<file path="src/rtl/bole_match_tree.sv">
// ----------------------------------------------------------------------------
// bole_match_tree
// Registered OR reduction of the per-cell match bits. Bits are folded in
// groups of sixteen into group registers; the final OR of the groups is
// left to the caller's output register.
// ----------------------------------------------------------------------------
module bole_match_tree #(
    parameter int N = 256
) (
    input  logic         clk,
    input  logic         rst_n,
    input  logic         load,
    input  logic [N-1:0] match,
    output logic         any
);

    localparam int GROUP = 16;
    localparam int NG    = (N + GROUP - 1) / GROUP;

    logic [NG*GROUP-1:0] padded;
    logic [NG-1:0]       group_reg;
    logic [NG-1:0]       group_next;

    always_comb
    begin
        padded = '0;
        padded[N-1:0] = match;
        for (int g = 0; g < NG; g++)
        begin
            group_next[g] = |padded[g*GROUP +: GROUP];
        end
    end

    always_ff @(posedge clk or negedge rst_n)
    begin
        if (!rst_n)
        begin
            group_reg <= '0;
        end
        else if (load)
        begin
            group_reg <= group_next;
        end
    end

    assign any = |group_reg;

endmodule

</file>
<file path="config.mk">
export PLATFORM = sky130hd
export DESIGN_NAME = bole_match_tree
export DESIGN_NICKNAME = d
export VERILOG_FILES = /design/src/rtl/bole_match_tree.sv
export SDC_FILE = /design/constraint.sdc
export NUM_CORES = 1
export LEC_CHECK = 0
export ABC_AREA = 1
export BUFFER_PORTS_ARGS = -buffer_cell sky130_fd_sc_hd__buf_2
export CORE_AREA = 3 3 99 101
export CTS_CLUSTER_DIAMETER = 60
export DETAILED_ROUTE_END_ITERATION = 7
export DIE_AREA = 0 0 102 104
export GPL_TIMING_DRIVEN = 0
export PLACE_DENSITY_LB_ADDON = 0.05
export SKIP_LAST_GASP = 1
export SYNTH_ARGS = -nofsm -noshare
export SYNTH_HDL_FRONTEND = slang
export SYNTH_SLANG_ARGS = --single-unit
</file>
<file path="constraint.sdc">
create_clock -name clk -period 1.64 [get_ports clk]
set_input_delay 0.082 -clock clk [delete_from_list [all_inputs] [get_ports clk]]
set_output_delay 0.082 -clock clk [all_outputs]
set_load 0.005 [all_outputs]
</file>
# Word-level counts from Yosys, hierarchy flattened
# Cells that the tools add are included.
word_totals:
  register_bits: 16
  inputBits: 259
  output_inout_bits: 1
classes:
  n_reduce_logical: 17
op_table:
  columns: ["cell", "count"]
  rows:
  - ["OR reduction 16 bit", 17]

# Longest topological paths before layout
logic_depth:
  depth_word: 1
  mapped_depth: 6
  depth_no_buf: 6

# Worst setup path before layout
# Ideal clock, no wire load.
synth_path:
  path_type: "register to output"
  startpoint: "register group_reg[3]"
  endpoint: "output any"
  arrival_ns: 0.758
  slack_ns: 0.800
  path_stages_with_launch: 4
  path_buffers: 0
  path_cell_list: "dfrtp_1 > nor2_1 > nand4_1 > or2_1"
synth_between:
  elab_chain_len: 1
synth_rtl:
  columns: ["element", "line_no", "rtl"]
  rows:
  - ["start, declared", "21", "logic [NG-1:0] group_reg;"]
  - ["start signal, assigned", "42", "group_reg <= group_next;"]
  - ["OR reduction 16 bit", "46", "assign any = |group_reg;"]
  - ["end, declared", "14", "output logic any"]
# No other way between the ends.

# Worst setup path after layout
layout_path:
  startpoint: "register group_reg[1]"
  endpoint: "output any"
# The elaborated chain is that of the path after synthesis.

==> impl_metrics.ini <==
[run_status]
status = finished, final reports clean

[worst_hold_path]
min_path_type = input port to flop

[global_routing]
overflow = 0
antenna_found_initial = 0
grt_util_all_layers_pct = 10.9
grt_pass1_vias = 2458
grt_pass1_wl_um = 9650
grt_max_degree = 17

[logic_synthesis]
synth_edf_count = 0
synth_top_area_cell = nor2_1
ys_async_sr_fraction_pct = 100
yosysMostFrequentCell = nor2_1
syn_inst = 319
synth.cell_area_mm2 = 0.00157
ys_types = 8
ys_ff_latch = 16
synth_nets = 578
synth_common_cells = 168 x nor2_1, 128 x nand2_1, 16 x dfrtp_1
synth_area_leaders = nor2_1 40%, nand2_1 31%, dfrtp_1 26%, buf_6 1.4%, nand4_1 0.80%
synth_top_area_share_pct = 40.2
yosysWarnings = 0
syn_avg_cell_area_um2 = 4.92
synth-seq-area-share_pct = 25.5
synthFlopType = dfrtp_1

[sta]
setup_viol = 0
finalCritPeriodShare_pct = 81.6
finalWorstSetupSlack_ps = 302
drv_slew = 0
setup_tns_ps = 0
fin_worst_skew_ps = 0
hold_viol_final = 0
rsz0062_at_grt = false
max_freq_mhz = 747
maxSlewHeadroom_pct = 74.8
tightestPinTransition_ps = 378
period_minus_slack_ps = 1340

[clocking]
tritoncts = done
worstSkewPairLatency_ps = 250
htree_levels = 1
cts.sinks = 16
ctsResizeCount = 0
ctsRootBufferMaster = clkbuf_8
cts_hold_buf = 1
path_clk_slew_ps = 60
clockBufferDepth = 2
cts_made_buffers = 3
postCtsSetupRepairBufs = 0

[critical_path]
cp-end-kind = output pin
start_kind = flop
cp_max_fo = 2
reg2reg_slack_ps = 1020
crit_type = flop to output pin
critPathArrivalTime_ps = 1260
crit_required_ps = 1560

[power]
p_int_w = 0.000867
comb_power_share_pct = 38.3
power_switching_w = 0.000314
p_clk_share_pct = 24.8
p_sw_share_pct = 26.6
totalPowerFinal_w = 0.00118
pwr_density_cell_mw_per_mm2 = 387
p_leak_nw = 1.71
power.share.sequential_pct = 37.0
irDropWorstVdd_uv = 179

[detailed_routing]
wl_um = 6490
drtAntennaViolNets = 0
via_count = 2638
drc = 0
drt-initial-drc-count = 44
wire_per_inst_um = 9.38
first_pass_iters = 4
drt-vias-per-instance = 3.81

[floorplan]
core.rowCount = 35
io_pins = 260
dieArea_mm2 = 0.0106
dieWidth_um = 102
coreArea_mm2 = 0.00911
die_height_um = 104
start_util_pct = 17.2

[place]
place_congestion = 0.700
placed_cells = 688
placed_area_mm2 = 0.00300
hpwl_um = 5960
port_buffers = 258
pre_cts_ws_ps = 568

[cells_and_area]
final_area_mm2 = 0.00305
area_growth_pct = 94.4
fin_nets = 842
fillers = 1055
drive_above_1_share_pct = 45.6
diodes = 0
largest_reg_flops = 16
final-instance-count-excl-fill = 692

[job]
cap_violations = 0
final cells by class:
type                       instances  area (um^2)  area share [%]
timing repair buffer             259         1300            42.7
multi-input combinational        299         1130            37.0
sequential                        16          400            13.1
tap                              111          139            4.55
clock buffer                       3         41.3            1.35
buffer                             3         30.0           0.984
inverter                           1         8.76           0.287
power by group through the flow:
stage | Sequential, W | Clock [W] | Combinational (W)
floorplan | 0.000439 | 0 | 0.000137
detailed placement | 0.000444 | 0 | 0.000457
global route | 0.000439 | 0.000327 | 0.000522
finish | 0.000436 | 0.000292 | 0.000452
global placement | 0.000443 | 0 | 0.000450
CTS | 0.000437 | 0.000309 | 0.000460
worst max-delay path: stages, from the launching register on:
cell and delay, ps:
dfrtp_1 380, nor2_1 160, nand4_1 100, or2_1 240, buf_2 140
cell families (layout without fill, tap and decap cells):
kind of cell           after synthesis  after routing  synth area share (%)
buffers and inverters                4            266                  2.47
flip-flops                          16             16                  25.5
AND/OR/NAND/NOR                    299            299                  72.0
metal layers:
layer / up-vias / GRT usage, % / part of all wire [%]
li1: 1486 / - / -
met1: 1029 / 11.0 / 35
met2: 123 / 23.0 / 56
met3: 0 / 2.21 / 9.7
met4: 0 / 0.562 / 0
met5: - / 0 / 0
per-stage QoR:
step / utilization, % / hold WS, ps
after floorplan: - / -214
after global placement: 32.9 / 24.5
after detailed placement: 32.9 / 27.2
after CTS: 33.5 / 88.2
after global routing: 33.5 / 99.8
final: 33.5 / 92.2
placed cells by master (no fill, tap or decap):
cell           instances
buf_2                258
buf_4                  1
buf_6                  2
clkbuf_8               3
dfrtp_1               16
dlygate4sd3_1          1
inv_6                  1
nand2_1              128
nand4_1                2
nor2_1               168
or2_1                  1
path summary, 6_finish.rpt:
kind,endpoint,start,depth (start not counted)
min,group_reg[14]$_DFFE_PN0P_,load,3
max reg2reg,group_reg[5]$_DFFE_PN0P_,group_reg[5]$_DFFE_PN0P_,2
max in group asynchronous,group_reg[6]$_DFFE_PN0P_,rst_n,2
min in group asynchronous,group_reg[1]$_DFFE_PN0P_,rst_n,2
min reg2reg,group_reg[11]$_DFFE_PN0P_,group_reg[11]$_DFFE_PN0P_,2
max,any,group_reg[1]$_DFFE_PN0P_,4
(Power assumes the default switching activity.)
