--- src/rtl/bole_pkg.sv ---
// ----------------------------------------------------------------------------
// bole_pkg
// Shared codes and types of the bounded ordered list engine: action codes,
// result status codes and the control word broadcast to the cell chain.
// ----------------------------------------------------------------------------
package bole_pkg;

    localparam int VALUE_W  = 32;
    localparam int ACTION_W = 2;
    localparam int STATUS_W = 2;
    localparam int POS_W    = 9;

    localparam logic [ACTION_W-1:0] ACT_INSERT_FRONT = 2'd0;
    localparam logic [ACTION_W-1:0] ACT_DELETE_BACK  = 2'd1;
    localparam logic [ACTION_W-1:0] ACT_DELETE_POS   = 2'd2;
    localparam logic [ACTION_W-1:0] ACT_SEARCH       = 2'd3;

    localparam logic [STATUS_W-1:0] ST_OK     = 2'd0;
    localparam logic [STATUS_W-1:0] ST_EMPTY  = 2'd1;
    localparam logic [STATUS_W-1:0] ST_BADPOS = 2'd2;
    localparam logic [STATUS_W-1:0] ST_FULL   = 2'd3;

    // Operation broadcast to every cell in the cycle an item is accepted.
    typedef struct packed {
        logic insert;
        logic remove;
        logic search;
    } cell_ctrl_t;

endpackage

--- src/rtl/bole_cell.sv ---
// ----------------------------------------------------------------------------
// bole_cell
// One slot of the list. Holds one entry, takes its left neighbor's entry on
// an insert at the front, takes its right neighbor's entry when a delete
// closes a gap at or in front of it, and registers its search match.
// ----------------------------------------------------------------------------
module bole_cell #(
    parameter int INDEX = 0,
    parameter int CNT_W = 9
) (
    input  logic                          clk,
    input  logic                          rst_n,
    input  bole_pkg::cell_ctrl_t          ctrl,
    input  logic [CNT_W-1:0]              del_first,
    input  logic [CNT_W-1:0]              count,
    input  logic [bole_pkg::VALUE_W-1:0]  key,
    input  logic [bole_pkg::VALUE_W-1:0]  left_data,
    input  logic [bole_pkg::VALUE_W-1:0]  right_data,
    output logic [bole_pkg::VALUE_W-1:0]  data,
    output logic                          match
);

    logic [bole_pkg::VALUE_W-1:0] data_reg;
    logic [bole_pkg::VALUE_W-1:0] data_next;
    logic                         match_reg;
    logic                         match_next;
    logic                         live;
    logic                         in_gap_tail;

    assign live        = CNT_W'(INDEX) < count;
    assign in_gap_tail = CNT_W'(INDEX) >= del_first;

    always_comb
    begin
        data_next = data_reg;
        if (ctrl.insert)
        begin
            data_next = left_data;
        end
        else if (ctrl.remove && in_gap_tail)
        begin
            data_next = right_data;
        end
        match_next = ctrl.search && live && (data_reg == key);
    end

    always_ff @(posedge clk)
    begin
        data_reg <= data_next;
    end

    always_ff @(posedge clk or negedge rst_n)
    begin
        if (!rst_n)
        begin
            match_reg <= 1'b0;
        end
        else
        begin
            match_reg <= match_next;
        end
    end

    assign data  = data_reg;
    assign match = match_reg;

endmodule

--- config.mk ---
export PLATFORM = sky130hd
export DESIGN_NAME = bole_cell
export DESIGN_NICKNAME = d
export VERILOG_FILES = /design/src/rtl/bole_pkg.sv /design/src/rtl/bole_cell.sv
export SDC_FILE = /design/constraint.sdc
export NUM_CORES = 1
export LEC_CHECK = 0
export ABC_AREA = 1
export BUFFER_PORTS_ARGS = -buffer_cell sky130_fd_sc_hd__buf_2
export CAP_MARGIN = 0
export CORE_ASPECT_RATIO = 1.75
export CORE_UTILIZATION = 41
export CTS_CLUSTER_SIZE = 30
export DETAILED_ROUTE_END_ITERATION = 10
export HOLD_SLACK_MARGIN = 0.12
export PLACE_DENSITY = 0.9
export SYNTH_ARGS = -nofsm -noshare
export SYNTH_HDL_FRONTEND = slang
export SYNTH_SLANG_ARGS = --single-unit
--- constraint.sdc ---
create_clock -name clk -period 1.1 [get_ports clk]
set_input_delay 0.22 -clock clk [delete_from_list [all_inputs] [get_ports clk]]
set_output_delay 0.22 -clock clk [all_outputs]
set_load 0.01 [all_outputs]
-- After elaboration in Yosys (flattened, before gate mapping)
Index checks and enable logic that the tools add are counted.
W data, S select, Z words.
- $lt $le $gt $ge: 2
- eq/ne operators: 1
- muxes and demuxes: 2
- reduce and logical (&&, ||, !) cells: 4
- operator list (operator ; count):
    $mux W32 ; 2
    $eq A32 B32 Y1 ; 1
    $ge A1 B9 Y1 const A ; 1
    $lt A1 B9 Y1 const A ; 1
    $logic_and A1 B1 Y1 ; 3
    $reduce_bool A2 Y1 ; 1
- bits in registers: 33
- output and inout bits: 33
- word-level logic and storage cells: 11

-- Logic depth before layout (Yosys ltp)
Gate-level depths: netlist (run 1).
- depth after elaboration: 4
- depth in mapped cells: 8
- depth with buffers taken out: 8

-- Least setup slack after synthesis (run 1)
No wires, ideal clock.
- path type: input-to-reg
- start: input port del_first[7]
- end: register data_reg (netlist bit data[0]) (enable)
- setup time: 0.389 ns
- arrival: 1.293 ns
- setup slack: -0.583 ns
- stages on the path: 3
- buffers on the path: 0
- cell sequence: nor4_1 > nand4_1 > nand2_1
- longest elaborated chain between the ends: 3
- RTL lines (what ; line ; text):
    start, declared ; bole_cell.sv:14 ; input logic [CNT_W-1:0] del_first,
    $ge A1 B9 Y1 ; bole_cell.sv:31 ; assign in_gap_tail = CNT_W'(INDEX) >= del_first;
    $logic_and A1 B1 Y1 ; bole_cell.sv:40 ; else if (ctrl.remove && in_gap_tail)
    $reduce_bool A2 Y1 (no line) ; -- ;
    end signal, assigned ; bole_cell.sv:49 ; data_reg <= data_next;
    end, declared ; bole_cell.sv:23 ; logic [bole_pkg::VALUE_W-1:0] data_reg;
No other way between the ends.
A chain may end at the register's enable or synchronous reset.

-- Worst setup path in the final report (run 1)
- start: input port del_first[5]
- end: register data_reg (netlist bit data[17]) (enable)
The elaborated chain is that of the path after synthesis.

==> metrics.txt, run 1 <==
post-route design area 3084 um^2; H-tree depth 2; Worst R2R Start data[24]; chip height 95.33 um; count of nets after finishing 568; GR Overflow Total 0; post-synthesis sequential area ratio 48.31%; die extent in x 55.33 um; outcome finished, violations left; Cell Area, Placed 2907 um^2; CTS root buf clkbuf_8; mux cell area share after synthesis 0%; r2r setup slk 0.03 ns; Rel. slew slack 79.30%; half-perimeter wire length after detailed placement 4.707 mm; most used cell, CP buf_6; main combinational cell family by area after synthesis simple AND/OR/NAND/NOR gates; Comb power frac 25.7%; sequential power share 49.2%; power per cell area 1053 nW/um^2; Residual DRC 0; most numerous cell in the Yosys netlist nand2_1; sw frac 27.56%; setup ws final -0.002291 ns; Util after Layout 64.95%; Post-synth top flop edfxtp_1; WP data required 1.09 ns; RR Endpoint match; Adder-Cell Fraction of Synth Area 0%; Syn Nets 407; maximum fanout along the worst path 10; CP Class in -> reg; final worst-path cycle share 100.2%; CTS Buf Count 5; WHS 0.2056 ns; FFs w/ async S/R, synth 3.030%; # port buffers 151; proportion of layout cells with a drive suffix above 1 38.00%; Layout area overhead 51.13%; failing checks negative setup slack; CP startpoint kind input port; hold path startpoint right_data[28]; largest net degree at the start of global routing 33; simple-gate share of the synthesized area 36.24%; WP buf/inv 2; Setup Buffers After CTS 0; first-pass GRT wire length 8.431 mm; initial antenna violation count 0; Least-Margin Pin Slew 0.3105 ns; Post-Syn Instances 288; Worst-Skew Late Latency 0.28 ns; total power 3.248 mW; Switching Power 0.8954 mW; worst reg-to-reg path cell count 8; All-Layer GR Usage 20.55%; synth warn 0; Data arrival, critical path 1.09 ns; Synth top cells by count 158 x nand2_1, 40 x inv_1, 32 x edfxtp_1, 28 x nor2_1, 6 x xor2_1; ANT cells 0; die footprint 5275 um^2; CTS tree done; share of the synthesized area in the top cell type 47.09%; Slew Limit Fails 0; area leader, netlist edfxtp_1; Top-Level Pins 152; Via density 4.570; Mapped Area 2041 um^2; fmax 907.2 MHz; Synth Register Bits 33; clk buf depth 2; Final setup viols 7; Static Leak 1.800 nW; Vias 2294; Final Hold Fails 0; Crit-path slowest cell nor4_4; Max IR drop VDD 0.001019 V; FP Rows 33; fillers 419; crit path cell chain buf_6 -> nor4_4 -> nand4_1 -> nand2_4 -> buf_6; gpl congestion 0.8598; post-synthesis xor/xnor area fraction 3.863%; unrepaired setup endpoints after global routing true; Worst Hold Path EP data[28]; core area 4748 um^2; Cell variety after synth 16; MaxCap Viol Count 0; HP Class in -> reg; number of global-route vias before repair 2058; Setup WS pre-CTS -0.2734 ns; Pre-antenna DRT Iters 4; max reg flops 32; Hold Crit Depth 3; post-route minimum period 1.102 ns; Clk pin slew, worst setup/hold paths 0.06 ns; WL final 5.681 mm; initial core utilization 42.98%; Routed Antenna Nets 0; most area-consuming cells after synthesis edfxtp_1 47%, nand2_1 29%, inv_1 7.4%; final clock skew 0.004291 ns; Avg Cell Area, Syn 7.086 um^2; Crit path max-delay family simple AND/OR/NAND/NOR gates; Worst setup EP type flip-flop; complex-gate fraction of the synthesized area 1.594%; clock share of power 25.2%; wire per inst 11.32 um; cell-internal power 2.353 mW; Crit path largest cell delay 0.26 ns; Iter 0 DRT Violations 78; clk sinks 33; Post-synth EDFFs 32
[worst register-to-register path, stage by stage (launching register included)]
cell      delay (ns)
edfxtp_1        0.38
inv_1           0.06
nand2_1         0.05
o21ai_0         0.08
nor2_1          0.11
nand2_1         0.09
nor2_2          0.08
nand3_1         0.07
nor2_1          0.08
[layout by cell type (no fill, tap or decap)]
master and n:
buf_2 148, nand2_1 157, nor2_2 2, xnor2_1 3, clkinv_2 1, o21ai_1 2
dlygate4sd3_1 1, nor4_2 1, buf_6 5, clkinv_1 2, dfrtp_1 1, nand2_4 1
nand3_1 2, buf_4 3, clkbuf_8 5, edfxtp_1 32, xor2_1 6, nand4_1 2
o211ai_1 1, nor2_1 27, inv_1 40, nor4_4 1, o21ai_0 3, clkbuf_16 2
buf_12 2
[final cells by class]
class	instances	area [um^2]	share of cell area (%)
sequential	33	985.9	31.97
timing repair buffer	161	919.6	29.82
tap	52	65.06	2.110
clock buffer	5	68.82	2.231
multi-input combinational	208	882.1	28.60
inverter	40	150.1	4.868
clock inverter	3	12.51	0.4057
[metal layers]
layer	track usage, %	vias up	share of wire [%]
li1	-	1193	-
met1	19.58	979	34
met2	40.56	104	56
met3	3.664	18	6.0
met4	11.46	0	3.5
met5	0	-	0
[repair_timing]
item / 4_1_cts / 5_1_grt
endpoints found under the hold margin: 1 / 0
gates resized for setup: 0 / 5
setup endpoints to repair: 0 / 46
hold buffers: 1 / 0
[worst max-delay path by stage]
stage	from	end	slack, ns	depth (start not counted)
6_report	del_first[5]	data[17]	-0.002	5
2_1_floorplan	del_first[7]	data[0]	-0.16	3
3_3_place_gp	del_first[7]	data[14]	-0.25	5
4_1_cts	data[29]	data[29]	0.003	1
3_5_place_dp	del_first[7]	data[17]	-0.27	5
5_1_grt	data[20]	match	-0.14	7
[kinds of logic (layout without fill, tap and decap cells)]
logic type,count (synthesis),in the layout
and+or+nand+nor,193,193
buffers and inverters,47,209
DFF,33,33
xor gates and xnor gates,9,9
AOI/OAI and AO/OA,6,6
[power by group through the flow]
stage | logic (mW) | clock network [mW] | registers (mW)
6_report | 0.833 | 0.818 | 1.60
5_1_grt | 0.931 | 0.892 | 1.61
4_1_cts | 0.804 | 0.842 | 1.60
3_5_place_dp | 0.799 | 0 | 1.62
3_3_place_gp | 0.777 | 0 | 1.62
2_1_floorplan | 0.325 | 0 | 1.67
[through the flow]
step	TNS (ns)	std cells
2_1_floorplan	-5.107	288
3_3_place_gp	-7.738	490
3_5_place_dp	-8.417	490
4_1_cts	0	499
5_1_grt	-1.036	502
6_report	-0.01517	502
No activity file was read; power rests on OpenSTA's default activity.
==> inputs of run 2 (changes only) <==
--- a/config.mk
+++ b/config.mk
@@ -9,6 +9,7 @@
 export BUFFER_PORTS_ARGS = -buffer_cell sky130_fd_sc_hd__buf_2
 export CAP_MARGIN = 0
 export CORE_ASPECT_RATIO = 1.75
+export CORE_MARGIN = 5
 export CORE_UTILIZATION = 41
 export CTS_CLUSTER_SIZE = 30
 export DETAILED_ROUTE_END_ITERATION = 10
==> run 2 against run 1 <==
Net effect: the run still ends with negative setup slack left; global-route usage shrank 2.2 points; sequential cell count did not move; largest power group unchanged; worst setup slack better by 0.0011 ns.
==> metrics.txt, run 2 (same netlist as run 1, synthesis figures left out) <==
number of global-route vias before repair 2310; outcome finished, violations left; Static Leak 1.805 nW; crit path cell chain buf_6 -> nor4_4 -> nand4_1 -> nand2_4 -> clkbuf_16; Max IR drop VDD 0.0008803 V; CTS root buf clkbuf_8; failing checks negative setup slack; Pre-antenna DRT Iters 4; Setup Buffers After CTS 0; largest net degree at the start of global routing 33; Setup WS pre-CTS -0.2755 ns; initial antenna violation count 0; Clk pin slew, worst setup/hold paths 0.07 ns; Worst-Skew Late Latency 0.28 ns; crit path from del_first[5]; Slew Limit Fails 0; count of nets after finishing 567; GR Overflow Total 0; RR Endpoint match; All-Layer GR Usage 18.31%; maximum fanout along the worst path 5; clk sinks 33; Fin Setup TNS -0.001841 ns; post-route minimum period 1.101 ns; Top-Level Pins 152; WP buf/inv 2; Vias 2285; Crit path max-delay family simple AND/OR/NAND/NOR gates; Least-Margin Pin Slew 0.3333 ns; proportion of layout cells with a drive suffix above 1 37.86%; CP startpoint kind input port; power per cell area 1085 nW/um^2; Layout area overhead 52.24%; first-pass GRT wire length 9.466 mm; worst reg-to-reg path cell count 7; die footprint 6544 um^2; Data arrival, critical path 1.10 ns; core area 4892 um^2; wire per inst 12.77 um; max reg flops 32; Routed Antenna Nets 0; MaxCap Viol Count 0; fmax 908.1 MHz; Final setup viols 2; CP Class in -> reg; final worst-path cycle share 100.1%; FP Rows 34; Rel. slew slack 77.76%; Worst setup EP type flip-flop; chip height 103.3 um; half-perimeter wire length after detailed placement 5.436 mm; CTS Buf Count 5; # port buffers 151; final clock skew 0.004383 ns; Residual DRC 0; HP Class in -> reg; Crit-path slowest cell nor4_4; die extent in x 63.33 um; initial core utilization 41.71%; post-route design area 3107 um^2; Final Hold Fails 0; CTS tree done; clk buf depth 2; Iter 0 DRT Violations 82; H-tree depth 2; Worst R2R Start data[18]; hold path startpoint right_data[2]; leading cell type in the layout, fill and taps excluded nand2_1; WL final 6.424 mm; Cell Area, Placed 2914 um^2; Crit path largest cell delay 0.26 ns; Via density 4.543; Worst Hold Path EP data[2]; WP data required 1.09 ns; Hold Crit Depth 3; most frequent cells in the layout 157 x nand2_1, 146 x buf_2, 39 x inv_1, 32 x edfxtp_1, 28 x nor2_1; ANT cells 0; unrepaired setup endpoints after global routing true; gpl congestion 0.8173; WHS 0.2071 ns; r2r setup slk -0.001 ns; setup ws final -0.001153 ns
run 2: cell types whose count changed in the layout (fill, tap and decap cells not counted), sizes merged:
cell / delta
clkinv: -3
buf: -1
clkbuf: +3
run 2: worst max path at each step:
stage | endpoint | cells past startpoint
global route | match | 6
CTS | data[3] | 1
detailed placement | data[26] | 5
finish | data[31] | 5
global placement | data[18] | 5
floorplan | data[0] | 3
run 2: repair_timing:
action | 4_1_cts | 5_1_grt
cloned | 0 | 3
gates resized for setup | 0 | 7
setup endpoints to repair | 5 | 50
hold endpoints to repair | 1 | 0
hold buffers | 1 | 0
pin swaps | 0 | 4
run 2: final cells by class:
class | count | area [um^2]
Fill cell | 429 | 1785
Sequential cell | 33 | 985.9
Timing Repair Buffer | 160 | 933.4
Multi-Input combinational cell | 208 | 879.6
Inverter | 40 | 150.1
Clock buffer | 8 | 90.09
Tap cell | 54 | 67.56
run 2: worst min-delay path: stages:
cell	delay, ns
buf_2	0.07
nand2_1	0.04
nand2_1	0.05
run 2: power breakdown:
group / internal [mW] / switching [mW] / total, mW
clock network: 0.510 / 0.411 / 0.921
registers: 1.52 / 0.0836 / 1.60
logic: 0.419 / 0.427 / 0.846
total: 2.45 / 0.922 / 3.37
run 2: through the flow:
stage	instances	power [mW]	util [%]
global route	503	3.553	63.50
detailed placement	491	2.437	59.57
floorplan	288	1.993	-
global placement	491	2.407	59.57
finish	503	3.370	63.50
CTS	500	3.361	61.61
run 2: layer usage:
layer,vias up,wire length (um),part of all wire (%),GRT usage (%)
li1,1187,-,-,-
met1,998,2101,33,17.92
met2,88,3778,59,36.70
met3,12,387,6.0,2.919
met4,0,157,2.4,8.160
met5,-,0,0,0
==> inputs of run 3 (changes only) <==
--- a/config.mk
+++ b/config.mk
@@ -8,13 +8,13 @@
 export ABC_AREA = 1
 export BUFFER_PORTS_ARGS = -buffer_cell sky130_fd_sc_hd__buf_2
 export CAP_MARGIN = 0
-export CORE_ASPECT_RATIO = 1.75
 export CORE_MARGIN = 5
 export CORE_UTILIZATION = 41
 export CTS_CLUSTER_SIZE = 30
 export DETAILED_ROUTE_END_ITERATION = 10
 export HOLD_SLACK_MARGIN = 0.12
 export PLACE_DENSITY = 0.9
+export SLEW_MARGIN = 20
 export SYNTH_ARGS = -nofsm -noshare
 export SYNTH_HDL_FRONTEND = slang
 export SYNTH_SLANG_ARGS = --single-unit
==> constraint.sdc (replaced) <==
create_clock -name clk -period 1.2 [get_ports clk]
set_input_delay 0.24 -clock clk [delete_from_list [all_inputs] [get_ports clk]]
set_output_delay 0.24 -clock clk [all_outputs]
set_load 0.01 [all_outputs]
==> run 3 against run 2 <==
Net effect: clock skew grew 0.00069 ns; sequential power shrank 9%; largest power group unchanged; critical endpoint is now match; global-route usage increased by 1.0 points; non-clock buffer count is 2 lower; largest cell class unchanged; the run now ends clean.
==> metrics.txt, run 3 (same netlist as run 1, synthesis figures left out) <==
outcome finished clean; met1 Use GR 22.26%; Crit-path slowest cell edfxtp_1; initial antenna violation count 0; # port buffers 151; die footprint 6488 um^2; Rel. slew slack 78.34%; Data arrival, critical path 1.34 ns; Final Hold Fails 0; Worst setup EP type flip-flop; Residual DRC 0; CP Class reg -> reg; initial core utilization 42.64%; crit path cell chain nand2_1 -> nand2_1 -> nor2_1 -> nand2_1 -> nor2_1 -> nand3_2 -> nor2_1; Static Leak 1.759 nW; count of nets after finishing 565; Least-Margin Pin Slew 0.3250 ns; leading cell type in the layout, fill and taps excluded nand2_1; Routed Antenna Nets 0; GR Overflow Total 0; final worst-path cycle share 95.46%; CTS tree done; cell-internal power 2.157 mW; CP startpoint kind flip-flop; gr busiest metal met2; chip height 80.55 um; Pre-antenna DRT Iters 5; power per cell area 982.1 nW/um^2; Clk pin slew, worst setup/hold paths 0.06 ns; Vias 2265; H-tree depth 2; CTS Buf Count 5; clk sinks 33; Worst-Skew Late Latency 0.27 ns; MaxCap Viol Count 0; WP data required 1.40 ns; GR met2 Demand/Resource 34.85%; clock share of power 25.8%; WP buf/inv 0; maximum fanout along the worst path 3; gpl congestion 0.7928; HP Class in -> reg; half-perimeter wire length after detailed placement 5.310 mm; core area 4786 um^2; final clock skew 0.005074 ns; WL final 6.211 mm; most frequent cells in the layout 157 x nand2_1, 151 x buf_2, 40 x inv_1, 32 x edfxtp_1, 26 x nor2_1; post-route design area 3025 um^2; proportion of layout cells with a drive suffix above 1 37.81%; clk buf depth 2; fmax 873.0 MHz; Layout area overhead 48.25%; Switching Power 0.8147 mW; met3 usage 5.381%; Max IR drop VDD 0.0005590 V; Comb power frac 25.0%; Iter 0 DRT Violations 69; largest net degree at the start of global routing 33; wire per inst 12.08 um; sequential power share 49.2%; Slew Limit Fails 0; first-pass GRT wire length 9.508 mm; Crit path largest cell delay 0.42 ns; unrepaired setup endpoints after global routing true; Final setup viols 0; fillers 450; Crit path max-delay family simple AND/OR/NAND/NOR gates; CTS root buf clkbuf_8; post-route minimum period 1.145 ns; Cell Area, Placed 2918 um^2; All-Layer GR Usage 19.35%; Top-Level Pins 152; number of global-route vias before repair 2182; FP Rows 25; Via density 4.407; sw frac 27.42%; die extent in x 80.55 um; Fin Setup TNS 0 ns; ANT cells 0; max reg flops 32
==> run 3: final timing paths <==
kind,start,to,slack (ns),cells after the start
min,right_data[30],data[30],0.23,3
min reg2reg,data[22],match,0.71,5
max in group asynchronous,rst_n,match,0.83,2
max,data[31],match,0.05,7
max reg2reg,data[31],match,0.05,7
min in group asynchronous,rst_n,match,0.29,2
==> run 3: what timing repair did <==
item,4_1_cts,5_1_grt
resized for setup,0,3
buffers inserted,0,1
hold endpoints to repair,1,0
endpoints found under the setup margin,0,1
hold buffers,1,0
==> run 3: final cells by class <==
| type | count | area, um^2 | share of cell area (%) |
|---|---|---|---|
| clock buffers | 8 | 80.08 | 2.647 |
| inverters | 40 | 150.1 | 4.963 |
| multi-input cells | 208 | 889.6 | 29.40 |
| flip-flops and latches | 33 | 985.9 | 32.59 |
| well taps | 67 | 83.83 | 2.771 |
| repair buffers | 158 | 835.8 | 27.63 |
==> run 3: power by group through the flow <==
stage	Sequential, mW	Combinational, mW	Clock [mW]
detailed placement	1.49	0.738	0
CTS	1.46	0.742	0.780
global placement	1.48	0.714	0
global route	1.48	0.837	0.846
finish	1.46	0.742	0.766
floorplan	1.53	0.298	0
==> run 3: per-stage QoR <==
stage	hold WS (ns)	instances	util, %	setup slack [ns]	total power [mW]
final	0.2340	514	63.22	0.05451	2.971
after global routing	0.2247	514	63.22	-0.02272	3.161
after CTS	0.2243	513	62.85	0.07662	2.986
after detailed placement	0.01539	504	60.97	-0.1852	2.224
after global placement	0.01493	504	60.97	-0.1633	2.193
after floorplan	-0.05559	288	-	-0.07959	1.827
==> run 3: worst reg2reg max path, delay by kind of cell (launching register included) <==
family	cells	cell delay, ns
flops	1	0.42
simple gates	7	0.65
==> run 3: per-layer routing <==
metal / routed length (um) / share of wire, %
met5: 0 / 0
met4: 51 / 0.82
met3: 575 / 9.3
met2: 3164 / 51
met1: 2420 / 39
